$ cat src/fca_pkg.sv
// ----------------------------------------------------------------------------
// fca_pkg
// Shared constants, codes and controller/datapath types for the FAT chain
// allocator.
// ----------------------------------------------------------------------------
package fca_pkg;

   localparam int TABLE_ENTRIES_DEF = 8192;
   localparam int DATA_BLOCKS_W     = 14;
   localparam logic [DATA_BLOCKS_W-1:0] DATA_BLOCKS_RST = 14'd8192;

   localparam logic [15:0] ENTRY_FREE = 16'h0000;
   localparam logic [15:0] ENTRY_END  = 16'hFFFF;

   localparam logic [2:0] FUNC_WRITE = 3'd0;
   localparam logic [2:0] FUNC_READ  = 3'd1;
   localparam logic [2:0] FUNC_ALLOC = 3'd2;
   localparam logic [2:0] FUNC_FREE  = 3'd3;
   localparam logic [2:0] FUNC_COUNT = 3'd4;

   localparam logic [1:0] ST_OK      = 2'd0;
   localparam logic [1:0] ST_RANGE   = 2'd1;
   localparam logic [1:0] ST_OVERRUN = 2'd2;

   // result selection
   localparam logic [2:0] RES_ZERO_OK   = 3'd0;
   localparam logic [2:0] RES_RANGE0    = 3'd1;
   localparam logic [2:0] RES_RD        = 3'd2;
   localparam logic [2:0] RES_NONE      = 3'd3;
   localparam logic [2:0] RES_FOUND     = 3'd4;
   localparam logic [2:0] RES_CNT_OK    = 3'd5;
   localparam logic [2:0] RES_CNT_RANGE = 3'd6;
   localparam logic [2:0] RES_CNT_OVR   = 3'd7;

   typedef struct packed {
      logic       load;
      logic       rd_idx;
      logic       rd_cur;
      logic       scan;
      logic       wr_idx;
      logic       wr_walk;
      logic       wr_found;
      logic       wr_tail;
      logic       res_load;
      logic [2:0] res_sel;
   } fca_cmd_type;

   typedef struct packed {
      logic [2:0] func;
      logic       idx_ok;
      logic       link;
      logic       start_end;
      logic       cur_ok;
      logic       rd_free;
      logic       rd_end;
      logic       cnt_full;
      logic       scan_busy;
      logic       found_v;
      logic       tail_eq_found;
   } fca_stat_type;

endpackage

$ cat src/fca_ctrl.sv
// ----------------------------------------------------------------------------
// fca_ctrl
// Command sequencer: decodes each request, steps the scan or the chain walk
// and hands the result to the response register.
// ----------------------------------------------------------------------------
module fca_ctrl (
   input  logic                  clock,
   input  logic                  reset,
   input  logic                  req_valid,
   output logic                  req_ready,
   output logic                  rsp_valid,
   input  logic                  rsp_ready,
   input  fca_pkg::fca_stat_type stat,
   output fca_pkg::fca_cmd_type  cmd
);

   localparam logic [2:0] S_IDLE  = 3'd0;
   localparam logic [2:0] S_LOAD  = 3'd1;
   localparam logic [2:0] S_WCHK  = 3'd2;
   localparam logic [2:0] S_WEVAL = 3'd3;
   localparam logic [2:0] S_SCAN  = 3'd4;
   localparam logic [2:0] S_AWR   = 3'd5;
   localparam logic [2:0] S_ALINK = 3'd6;
   localparam logic [2:0] S_FIN   = 3'd7;

   logic [2:0] state_ff, state_in;
   logic [2:0] sel_ff, sel_in;
   logic       rsp_valid_ff, rsp_valid_in;

   always_comb begin
      state_in = state_ff;
      sel_in   = sel_ff;
      cmd      = '0;
      cmd.res_sel = sel_ff;
      case (state_ff)
         S_IDLE: begin
            if (req_valid) begin
               cmd.load = 1'b1;
               state_in = S_LOAD;
            end
         end
         S_LOAD: begin
            state_in = S_FIN;
            case (stat.func)
               fca_pkg::FUNC_WRITE: begin
                  cmd.wr_idx = stat.idx_ok;
                  sel_in = stat.idx_ok ? fca_pkg::RES_ZERO_OK : fca_pkg::RES_RANGE0;
               end
               fca_pkg::FUNC_READ: begin
                  cmd.rd_idx = stat.idx_ok;
                  sel_in = stat.idx_ok ? fca_pkg::RES_RD : fca_pkg::RES_RANGE0;
               end
               fca_pkg::FUNC_ALLOC: begin
                  if (stat.link && !stat.idx_ok) begin
                     sel_in = fca_pkg::RES_NONE;
                  end else begin
                     state_in = S_SCAN;
                  end
               end
               fca_pkg::FUNC_FREE: begin
                  if (stat.start_end) begin
                     sel_in = fca_pkg::RES_ZERO_OK;
                  end else begin
                     state_in = S_WCHK;
                  end
               end
               fca_pkg::FUNC_COUNT: begin
                  state_in = S_SCAN;
               end
               default: begin
                  sel_in = fca_pkg::RES_RANGE0;
               end
            endcase
         end
         S_WCHK: begin
            if (!stat.cur_ok) begin
               sel_in   = fca_pkg::RES_CNT_RANGE;
               state_in = S_FIN;
            end else begin
               cmd.rd_cur = 1'b1;
               state_in   = S_WEVAL;
            end
         end
         S_WEVAL: begin
            if (stat.rd_free) begin
               sel_in   = fca_pkg::RES_CNT_OK;
               state_in = S_FIN;
            end else if (stat.cnt_full) begin
               sel_in   = fca_pkg::RES_CNT_OVR;
               state_in = S_FIN;
            end else begin
               cmd.wr_walk = 1'b1;
               if (stat.rd_end) begin
                  sel_in   = fca_pkg::RES_CNT_OK;
                  state_in = S_FIN;
               end else begin
                  state_in = S_WCHK;
               end
            end
         end
         S_SCAN: begin
            if ((stat.func == fca_pkg::FUNC_ALLOC) && stat.found_v) begin
               state_in = S_AWR;
            end else if (!stat.scan_busy) begin
               sel_in = (stat.func == fca_pkg::FUNC_ALLOC) ? fca_pkg::RES_NONE
                                                           : fca_pkg::RES_CNT_OK;
               state_in = S_FIN;
            end else begin
               cmd.scan = 1'b1;
            end
         end
         S_AWR: begin
            cmd.wr_found = 1'b1;
            sel_in       = fca_pkg::RES_FOUND;
            if (stat.link && !stat.tail_eq_found) begin
               state_in = S_ALINK;
            end else begin
               state_in = S_FIN;
            end
         end
         S_ALINK: begin
            cmd.wr_tail = 1'b1;
            state_in    = S_FIN;
         end
         S_FIN: begin
            if (!rsp_valid_ff || rsp_ready) begin
               cmd.res_load = 1'b1;
               state_in     = S_IDLE;
            end
         end
         default: begin
            state_in = S_IDLE;
         end
      endcase
   end

   always_comb begin
      rsp_valid_in = rsp_valid_ff;
      if (cmd.res_load) begin
         rsp_valid_in = 1'b1;
      end else if (rsp_ready) begin
         rsp_valid_in = 1'b0;
      end
   end

   always_ff @(posedge clock) begin
      if (reset) begin
         state_ff     <= S_IDLE;
         sel_ff       <= fca_pkg::RES_ZERO_OK;
         rsp_valid_ff <= 1'b0;
      end else begin
         state_ff     <= state_in;
         sel_ff       <= sel_in;
         rsp_valid_ff <= rsp_valid_in;
      end
   end

   assign req_ready = state_ff == S_IDLE;
   assign rsp_valid = rsp_valid_ff;

endmodule

$ cat config.mk
export PLATFORM = sky130hd
export DESIGN_NAME = fca_ctrl
export DESIGN_NICKNAME = d
export VERILOG_FILES = /design/src/fca_pkg.sv /design/src/fca_ctrl.sv
export SDC_FILE = /design/constraint.sdc
export NUM_CORES = 1
export LEC_CHECK = 0
export ABC_AREA = 1
export ABC_CLOCK_PERIOD_IN_PS = 1450
export BUFFER_PORTS_ARGS = -buffer_cell sky130_fd_sc_hd__buf_2
export CAP_MARGIN = 40
export CORE_MARGIN = 2
export CORE_UTILIZATION = 47
export CTS_CLUSTER_SIZE = 24
export DETAILED_ROUTE_END_ITERATION = 6
export PLACE_DENSITY = 0.79
export SYNTH_ARGS = -nofsm -noshare
export SYNTH_HDL_FRONTEND = slang
export SYNTH_SLANG_ARGS = --single-unit
$ cat constraint.sdc
create_clock -name clock -period 1.45 [get_ports clock]
set_input_delay 0 -clock clock [delete_from_list [all_inputs] [get_ports clock]]
set_output_delay 0 -clock clock [all_outputs]
set_load 0.02 [all_outputs]
Word level (Yosys, flattened, before mapping)
Cells that the tools add are included.
{"block": "word_totals", "register_bits": 7, "input_bits": 17}
{"block": "op_classes", "eq_ne": 21, "mux": 46, "n_reduce_logical": 13}
{"cell": "$mux W3", "n": 18}
{"cell": "$pmux W3 S5", "n": 2}
{"cell": "$pmux W3 S8", "n": 1}
{"cell": "$mux W1", "n": 22}
{"cell": "$eq A3 B3 Y1 const B", "n": 5}
{"cell": "$eq A3 B2 Y1 const B", "n": 4}
{"cell": "$ne A2 B2 Y1 const B", "n": 6}
{"cell": "$ne A3 B3 Y1 const B", "n": 3}
{"cell": "$pmux W3 S3", "n": 1}
{"cell": "$reduce_and A8 Y1", "n": 1}
{"cell": "$eq A3 B1 Y1 const B", "n": 2}
{"cell": "$logic_not A3 Y1", "n": 2}
{"cell": "$reduce_bool A5 Y1", "n": 1}
{"cell": "$mux W2", "n": 2}
{"cell": "$ne A4 B4 Y1 const B", "n": 1}
{"cell": "$logic_and A1 B1 Y1", "n": 3}
{"cell": "$logic_not A1 Y1", "n": 3}
{"cell": "$reduce_and A3 Y1", "n": 1}
{"cell": "$reduce_bool A2 Y1", "n": 1}
{"cell": "$logic_or A1 B1 Y1", "n": 1}

Logic depth before layout (Yosys ltp)
Gate-level depths: netlist (run 1).
{"block": "logic_depth", "word_depth": 5, "mapped_depth": 10}

Worst setup path after synthesis (run 1)
OpenSTA, ideal clock, no wires.
{"block": "synth_timing", "path_kind": "register to register", "startpoint": "reg state_ff[2]", "endpoint": "reg state_ff[1]", "arrival_time_ns": 1.164, "required_ns": 1.380, "setup_slack_ns": 0.216, "path_stages_with_launch": 8, "period_less_slack_ns": 1.234, "path_cell_list": "dfxtp_1 -> buf_6 -> nand2_2 -> nor2_1 -> nor2_1 -> nand3_1 -> nand2_1 -> a21oi_1"}
{"block": "synth_via", "elab_chain_cells": 3, "word_cells_on_any_way": 13, "classes_between": "10 x eq/ne; 1 x mux; 2 x reduce/logical"}
{"item": "from (decl)", "line": "fca_ctrl.sv:26", "source": "logic [2:0] state_ff, state_in;"}
{"item": "from (signal assigned)", "line": "fca_ctrl.sv:152", "source": "state_ff <= state_in;"}
{"item": "$eq A3 B3 Y1 / $logic_not A3 Y1 (equally long branches)", "line": "fca_ctrl.sv:35", "source": "case (state_ff)"}
{"item": "$ne A3 B3 Y1 (no line) / $ne A2 B2 Y1 (equally long branches)"}
{"item": "$reduce_and A3 Y1 (no line)"}
Parallel ways exist; a longest one is shown, timed or not.
A chain may end at the register's enable or synchronous reset.

==> metrics.md, run 1 <==
| Metric | Value |
|---|---|
| EDFF count, synth | `0` |
| WP data required | `1.45 ns` |
| Via count | `982` |
| Crit path depth | `5` |
| Avg Cell Area, Syn | `5.36 um2` |
| Wire length of the first global-routing pass | `3.28 mm` |
| Cell count after synthesis | `146` |
| Top-count cell post-synth | `nand2_1` |
| P_leak | `0.563 nW` |
| Final setup margin | `0.101 ns` |
| Die Area | `2010 um2` |
| Simple-gate share of the synthesized area | `0.608` |
| Post-synthesis compound-gate area fraction | `0.0800` |
| Number of global-route vias before repair | `849` |
| Status | `finished, final reports clean` |
| Final core occ | `0.631` |
| DRT iter0 DRCs | `16` |
| Dpl cell area | `933 um2` |
| Cts bufs inserted | `3` |
| Synth Area in XOR/XNOR | `0` |
| Setup crit start kind | `register` |
| Final setup fails | `0` |
| Post-synthesis cell area | `782 um2` |
| Remaining DRCs | `0` |
| Total power | `1.63 mW` |
| FF-to-FF End | `state_ff[2]$_SDFFE_PP0P_` |
| Ranking of synthesized cells by area | `nand2_1 (20%), dfxtp_1 (18%), nor2_1 (13%), nand3_1 (11%), inv_1 (8.6%)` |
| Synth Register Bits | `7` |
| Flop pwr share | `0.214` |
| Main combinational cell family by area after synthesis | `simple AND/OR/NAND/NOR gates` |
| # nets final | `197` |
| CP max stage delay | `0.43 ns` |
| CTS sink count | `7` |
| Number of port buffers | `30` |
| Hold Crit Endpoint | `state_ff[0]$_SDFFE_PP0P_` |
| Global route overflow | `0` |
| Diodes inserted | `0` |
| Worst R2R Setup Slack | `0.13 ns` |
| Crit path time final | `1.35 ns` |
| Hold Vio Cnt, Final | `0` |
| Clk root buf | `clkbuf_4` |
| YS warnings | `0` |
| Critical path arrival | `1.35 ns` |
| Seq/Total Area, Yosys | `0.179` |
| Area grow syn2layout | `24.5%` |
| CTS Buffer Depth | `2` |
| Clk Latency, worst-skew pair | `0.25 ns` |
| Hold Crit Depth | `4` |
| Core ar. | `1540 um2` |
| Ports | `31` |
| Non-filler cells, final | `195` |
| WS Path Type | `register to primary output` |
| Final Max Tran Viols | `0` |
| Synth Area in Adders | `0` |
| Maximum VDD drop | `1.09 mV` |
| Max_cap viols | `0` |
| FP Rows | `14` |
| Slowest cell on the critical path | `dfxtp_2` |
| Fraction of layout instances using a drive strength above 1 | `0.296` |
| Async SR Flop Fraction | `0` |
| Pre-CTS WS | `0.0104 ns` |
| Post-DR vias/cell | `5.04` |
| Worst Hold Slack | `0.0903 ns` |
| Htree depth | `1` |
| GPL Wtd Cong | `0.912` |
| CTS tree | `done` |
| Initial Util | `0.507` |
| Gate power share | `0.677` |
| Top cell type's share of synthesized area | `0.197` |
| CTS clock-pin slew for the worst setup and hold paths | `0.05 ns` |
| Die W | `44.8 um` |
| Worst-Margin Slew | `0.214 ns` |
| PD cells | `1680 nW/um2` |
| Largest delay share family, worst path | `flip-flops` |
| Final Skew | `0.00248 ns` |
| Routed length per placed instance | `10.3 um` |
| Fin area | `973 um2` |
| Endpoint class of the critical path | `primary output` |
| Worst min path class | `primary input to register` |
| # fillers | `167` |
| Initial antenna violation count | `0` |
| Aggregate routed wire length | `2.01 mm` |
| HP Start | `rsp_ready` |
| Multi-input logic area | `538 um2` |
| Clk network pwr share | `0.109` |
| Maximum clock frequency | `741 MHz` |
| Mux cell area share after synthesis | `0` |
| Largest net degree at the start of global routing | `10` |
| Switch Pwr | `0.882 mW` |
| Crit path cell chain | `inv_2 > nor2_4 > nand3_2 > inv_1 > buf_2` |
| Placed insts | `190` |
| Dpl hpwl | `1.71 mm` |
| Critical R2R Launch | `state_ff[2]$_SDFFE_PP0P_` |
| Commonest cells post-synth | `nand2_1 (41), nor2_1 (27), inv_1 (18)` |
| Routed Antenna Nets | `0` |
| Register area | `144 um2` |
| Critical path buffers and inverters | `3` |
| Drt first pass iters | `4` |
| Die height | `44.8 um` |
| Mapped Nets | `163` |
| Number of distinct library cells after synthesis | `20` |
| Area leader, netlist | `nand2_1` |
| RSZ-0062 raised after global routing | `false` |
| GRT Total Usage | `0.212` |
| Cells on worst reg2reg path | `7` |
| TNS Setup | `0 ns` |
| Critical path peak fanout | `9` |
| Tcrit/Tclk final | `0.930` |
| Top_reg_cell synth | `dfxtp_1` |
| Internal Power | `0.749 mW` |
| Max-slew headroom at the worst pin | `0.857` |
| Sw frac | `0.541` |
## metal layers
layer / track usage / wire length [um]
met1: 0.278 / 893
met4: 0.0353 / 8
met3: 0.0560 / 142
met5: 0 / 0
met2: 0.357 / 960
## worst max-delay path by stage
stage	to	slack, ns	from
floorplan	state_ff[1]$_SDFFE_PP0P_	0.22	state_ff[2]$_SDFFE_PP0P_
global placement	sel_ff[1]$_SDFFE_PP0P_	0.11	state_ff[2]$_SDFFE_PP0P_
detailed placement	state_ff[2]$_SDFFE_PP0P_	0.01	state_ff[2]$_SDFFE_PP0P_
CTS	cmd[8]	0.07	state_ff[0]$_SDFFE_PP0P_
global route	sel_ff[1]$_SDFFE_PP0P_	0.01	state_ff[2]$_SDFFE_PP0P_
finish	cmd[8]	0.10	state_ff[2]$_SDFFE_PP0P_
## sequential cells by signal, indices dropped and copies added, names as in the netlist
name,count
state_ff,3
rsp_valid,1
sel_ff,3
## worst min-delay path: stages
cell,delay (ns)
buf_2,0.08
nor2_1,0.06
nand2_2,0.10
a21oi_1,0.07
## power by group through the flow
stage	sequential [mW]	clock (mW)	combinational, mW
global placement	0.341	0	1.08
detailed placement	0.343	0	1.10
global route	0.360	0.197	1.23
CTS	0.341	0.180	1.11
finish	0.349	0.178	1.11
floorplan	0.352	0	0.831
## cell type report
cell class	count	area share
clock buffer	4	0.0270
tap	16	0.0206
inverter	22	0.0874
sequential	7	0.148
multi-input combinational	115	0.553
timing repair buffer	31	0.165
## what timing repair did
item	in CTS	in global routing
buffers inserted	0	0
endpoints found under the hold margin	3	0
pin swaps	0	0
resized for setup	1	2
hold buffers	1	0
endpoints found under the setup margin	1	6
## cells in the final DEF (no fill, tap or decap), drive strengths merged
cell | netlist | routed
dfxtp | 7 | 7
nand3b | 2 | 2
nand4 | 1 | 1
inv | 22 | 22
dlygate4sd3 | 0 | 1
clkbuf | 0 | 4
buf | 2 | 30
nand2 | 44 | 44
nand3 | 19 | 19
nor3 | 2 | 2
nor2 | 35 | 35
o21ai | 7 | 7
a21oi | 4 | 4
o21a | 1 | 1
## cells by family after synthesis
family,after synthesis
AND/OR/NAND/NOR,103
buffers and inverters,24
AO/OA/AOI/OAI,12
flip-flops,7
No activity file was read; power rests on OpenSTA's default activity.
==> run 2, diff against run 1 <==
==> config.mk (replaced) <==
export PLATFORM = sky130hd
export DESIGN_NAME = fca_ctrl
export DESIGN_NICKNAME = d
export VERILOG_FILES = /design/src/fca_pkg.sv /design/src/fca_ctrl.sv
export SDC_FILE = /design/constraint.sdc
export NUM_CORES = 1
export LEC_CHECK = 0
export ABC_CLOCK_PERIOD_IN_PS = 1200
export BUFFER_PORTS_ARGS = -buffer_cell sky130_fd_sc_hd__buf_2
export CAP_MARGIN = 40
export CORE_MARGIN = 2
export CORE_UTILIZATION = 42
export CTS_CLUSTER_SIZE = 24
export DETAILED_ROUTE_END_ITERATION = 6
export PLACE_DENSITY = 0.75
export RECOVER_POWER = 50
export SYNTH_ARGS = -nofsm -noshare
export SYNTH_HDL_FRONTEND = slang
export SYNTH_SLANG_ARGS = --single-unit
==> constraint.sdc (replaced) <==
create_clock -name clock -period 1.2 [get_ports clock]
set_input_delay 0 -clock clock [delete_from_list [all_inputs] [get_ports clock]]
set_output_delay 0 -clock clock [all_outputs]
set_load 0.02 [all_outputs]
==> metrics.md, run 2 <==
| Metric | Value |
|---|---|
| Via count | `1084 (+10%)` |
| CTS tree | `done` |
| Final Max Tran Viols | `0 (unchanged)` |
| Setup crit start kind | `register` |
| FP Rows | `15 (+1)` |
| YS warnings | `0 (unchanged)` |
| Initial Util | `0.437 (-0.0699)` |
| GR met2 Demand/Resource | `0.461 (+0.105)` |
| CTS clock-pin slew for the worst setup and hold paths | `0.06 ns (about the same)` |
| Maximum VDD drop | `1.13 mV (+3.4%)` |
| Die W | `46.2 um (+3.1%)` |
| Clk network pwr share | `0.098 (-0.011)` |
| Met3 usage | `0.0275 (-0.0285)` |
| Die height | `46.2 um (+3.1%)` |
| WS Path Type | `register to register` |
| Routed length per placed instance | `17.8 um (+73%)` |
| Multi-input logic area | `739 um2 (+37%)` |
| Drt first pass iters | `5 (+1)` |
| DRT iter0 DRCs | `25 (+9)` |
| Worst min path class | `primary input to register` |
| Number of global-route vias before repair | `907 (+6.8%)` |
| Synth Register Bits | `7 (unchanged)` |
| Maximum clock frequency | `665 MHz` |
| Worst-Margin Slew | `0.312 ns (+0.0979 ns)` |
| CTS Buffer Depth | `2 (unchanged)` |
| Area leader, netlist | `dfxtp_1` |
| Routed Antenna Nets | `0 (unchanged)` |
| Sw frac | `0.425 (-0.116)` |
| Worst R2R Setup Slack | `-0.30 ns (-0.43 ns)` |
| Aggregate routed wire length | `3.40 mm (+70%)` |
| Async SR Flop Fraction | `0 (unchanged)` |
| Largest net degree at the start of global routing | `11 (+1)` |
| P_leak | `0.688 nW (+22%)` |
| Post-DR vias/cell | `5.68 (+13%)` |
| # nets final | `184 (-6.6%)` |
| Core ar. | `1710 um2 (+11%)` |
| Largest delay share family, worst path | `flip-flops` |
| Max-slew headroom at the worst pin | `0.789 (-0.0678)` |
| Seq/Total Area, Yosys | `0.188 (+0.00840)` |
| Area grow syn2layout | `108%` |
| Top_reg_cell synth | `dfxtp_1` |
| Crit path cell chain | `buf_6 > or2_4 > a21oi_4 > a2111oi_4 > buf_4 > mux2_4` |
| Failing checks | `setup timing` |
| Htree depth | `1 (unchanged)` |
| Slowest cell on the critical path | `dfxtp_4` |
| Most frequent cells in the layout | `buf_4 (33), buf_2 (18), buf_6 (16)` |
| Tcrit/Tclk final | `1.25` |
| Pre-CTS WS | `-0.330 ns (-0.341 ns)` |
| Switch Pwr | `0.993 mW (+12%)` |
| Critical path peak fanout | `4 (-5)` |
| Fin area | `1550 um2 (+60%)` |
| Top-count cell post-synth | `nor2_1` |
| Hold bufs inserted after CTS | `0 (-1)` |
| Cell count after synthesis | `98 (-33%)` |
| Status | `finished with violations` |
| Initial antenna violation count | `0 (unchanged)` |
| CP max stage delay | `0.37 ns (-0.06 ns)` |
| Met1 usage | `0.321 (+0.0430)` |
| Global route overflow | `0 (unchanged)` |
| PD cells | `1500 nW/um2 (-10%)` |
| Avg Cell Area, Syn | `7.62 um2 (+42%)` |
| Total power | `2.34 mW (+43%)` |
| EDFF count, synth | `0 (unchanged)` |
| Clk root buf | `clkbuf_4` |
| WP data required | `1.34 ns (-0.11 ns)` |
| Top cell type's share of synthesized area | `0.188 (-0.00920)` |
| GRT Total Usage | `0.268 (+0.0555)` |
| RSZ-0062 raised after global routing | `true` |
| CTS sink count | `7 (unchanged)` |
| Commonest cells post-synth | `nor2_1 (11), nor2b_1 (8), dfxtp_1 (7), nand2_1 (7), a21oi_1 (6)` |
| GPL Wtd Cong | `0.847 (-7.1%)` |
| # fillers | `70 (-58%)` |
| Die Area | `2130 um2 (+6.3%)` |
| Fraction of layout instances using a drive strength above 1 | `0.705 (+0.409)` |
| Register area | `151 um2 (+5.2%)` |
| Cts bufs inserted | `3 (unchanged)` |
| Max_cap viols | `0 (unchanged)` |
| Remaining DRCs | `0 (unchanged)` |
| Post-synthesis cell area | `747 um2 (-4.5%)` |
| Mapped Nets | `115 (-29%)` |
| Wire length of the first global-routing pass | `4.01 mm (+22%)` |
| Ranking of synthesized cells by area | `dfxtp_1 (19%), nor2b_1 (6.7%), nor2_1 (5.5%), a21oi_1 (4.0%), mux2_4 (4.0%)` |
| Critical path arrival | `1.64 ns (+0.29 ns)` |
| Internal Power | `1.35 mW (+80%)` |
| Gr busiest metal | `met2` |
| Commonest non-fill, non-tap cell in the layout | `buf_4` |
| Final Skew | `0.00575 ns (+0.00327 ns)` |
| Dpl cell area | `1080 um2 (+16%)` |
| Final setup margin | `-0.304 ns (-0.405 ns)` |
| Dpl hpwl | `1.77 mm (+3.8%)` |
| Gate power share | `0.736 (+0.059)` |
| Clk Latency, worst-skew pair | `0.25 ns (about the same)` |
| Flop pwr share | `0.166 (-0.048)` |
| Number of distinct library cells after synthesis | `42 (+110%)` |
| Ports | `31 (unchanged)` |
| Diodes inserted | `0 (unchanged)` |
| Hold Vio Cnt, Final | `0 (unchanged)` |
| Crit path time final | `1.50 ns` |
| Final setup fails | `15 (+15)` |
| Critical path buffers and inverters | `2 (-1)` |
| Endpoint class of the critical path | `register` |
| Number of port buffers | `30 (unchanged)` |
| TNS Setup | `-2.02 ns (-2.02 ns)` |
## run 2: cell types whose count changed in the layout (fill, tap and decap cells not counted), moves of 12 or more
cell / previous run / this run
buf_2: 30 / 18
buf_4: 0 / 33
buf_6: 0 / 16
inv_1: 18 / 2
nand2_1: 41 / 4
nand3_1: 17 / 1
nor2_1: 27 / 5
## run 2: path summary, 6_finish.rpt
path                              end                      from  cells past startpoint
max reg2reg    sel_ff[2]$_SDFFE_PP0P_  state_ff[2]$_SDFFE_PP0P_                      6
min          state_ff[0]$_SDFFE_PP0P_                     reset                      2
max            sel_ff[2]$_SDFFE_PP0P_  state_ff[2]$_SDFFE_PP0P_                      6
min reg2reg    sel_ff[1]$_SDFFE_PP0P_    sel_ff[1]$_SDFFE_PP0P_                      2
## run 2: layout make-up
type	instances	share of cell area
clock buffer	4	0.0169
multi-input combinational	79	0.476
inverter	4	0.0145
tap	25	0.0201
timing repair buffer	72	0.375
sequential	7	0.0974
## run 2: worst reg2reg max path: cells and delay by family (launching register included)
family          cells  cell delay [ns]
buf+inv             2             0.29
flops               1             0.37
mux                 1             0.29
simple gates        1             0.25
compound gates      2             0.18
## run 2: per-layer routing
layer,up-vias,share of wire
li1,496,-
met1,507,0.39
met2,65,0.50
met3,16,0.065
met5,-,0
met4,0,0.047
## run 2: power groups by stage
stage	combinational [mW]	sequential, mW	clock, mW
2_1_floorplan	0.596	0.363	0
3_3_place_gp	0.954	0.349	0
3_5_place_dp	0.961	0.352	0
4_1_cts	1.29	0.368	0.224
5_1_grt	1.81	0.396	0.244
6_report	1.72	0.387	0.230
## run 2: repair_timing
item,in CTS,in global routing
setup endpoints to repair,12,16
hold endpoints to repair,0,0
buffers inserted,6,11
gates resized for setup,46,34
cloned,1,0
pin swaps,12,11
## run 2: per-stage QoR
stage / util / hold WS (ns) / cells
global placement: 0.635 / 0.282 / 170
finish: 0.910 / 0.0568 / 191
global route: 0.910 / 0.0764 / 191
detailed placement: 0.635 / 0.287 / 170
floorplan: - / 0.0527 / 98
CTS: 0.786 / 0.0401 / 180
## run 2: cell families after synthesis
group | share of synthesized area
DFF | 0.188
and+or+nand+nor | 0.379
AOI/OAI and AO/OA | 0.268
buffers and inverters | 0.0837
muxes | 0.0821
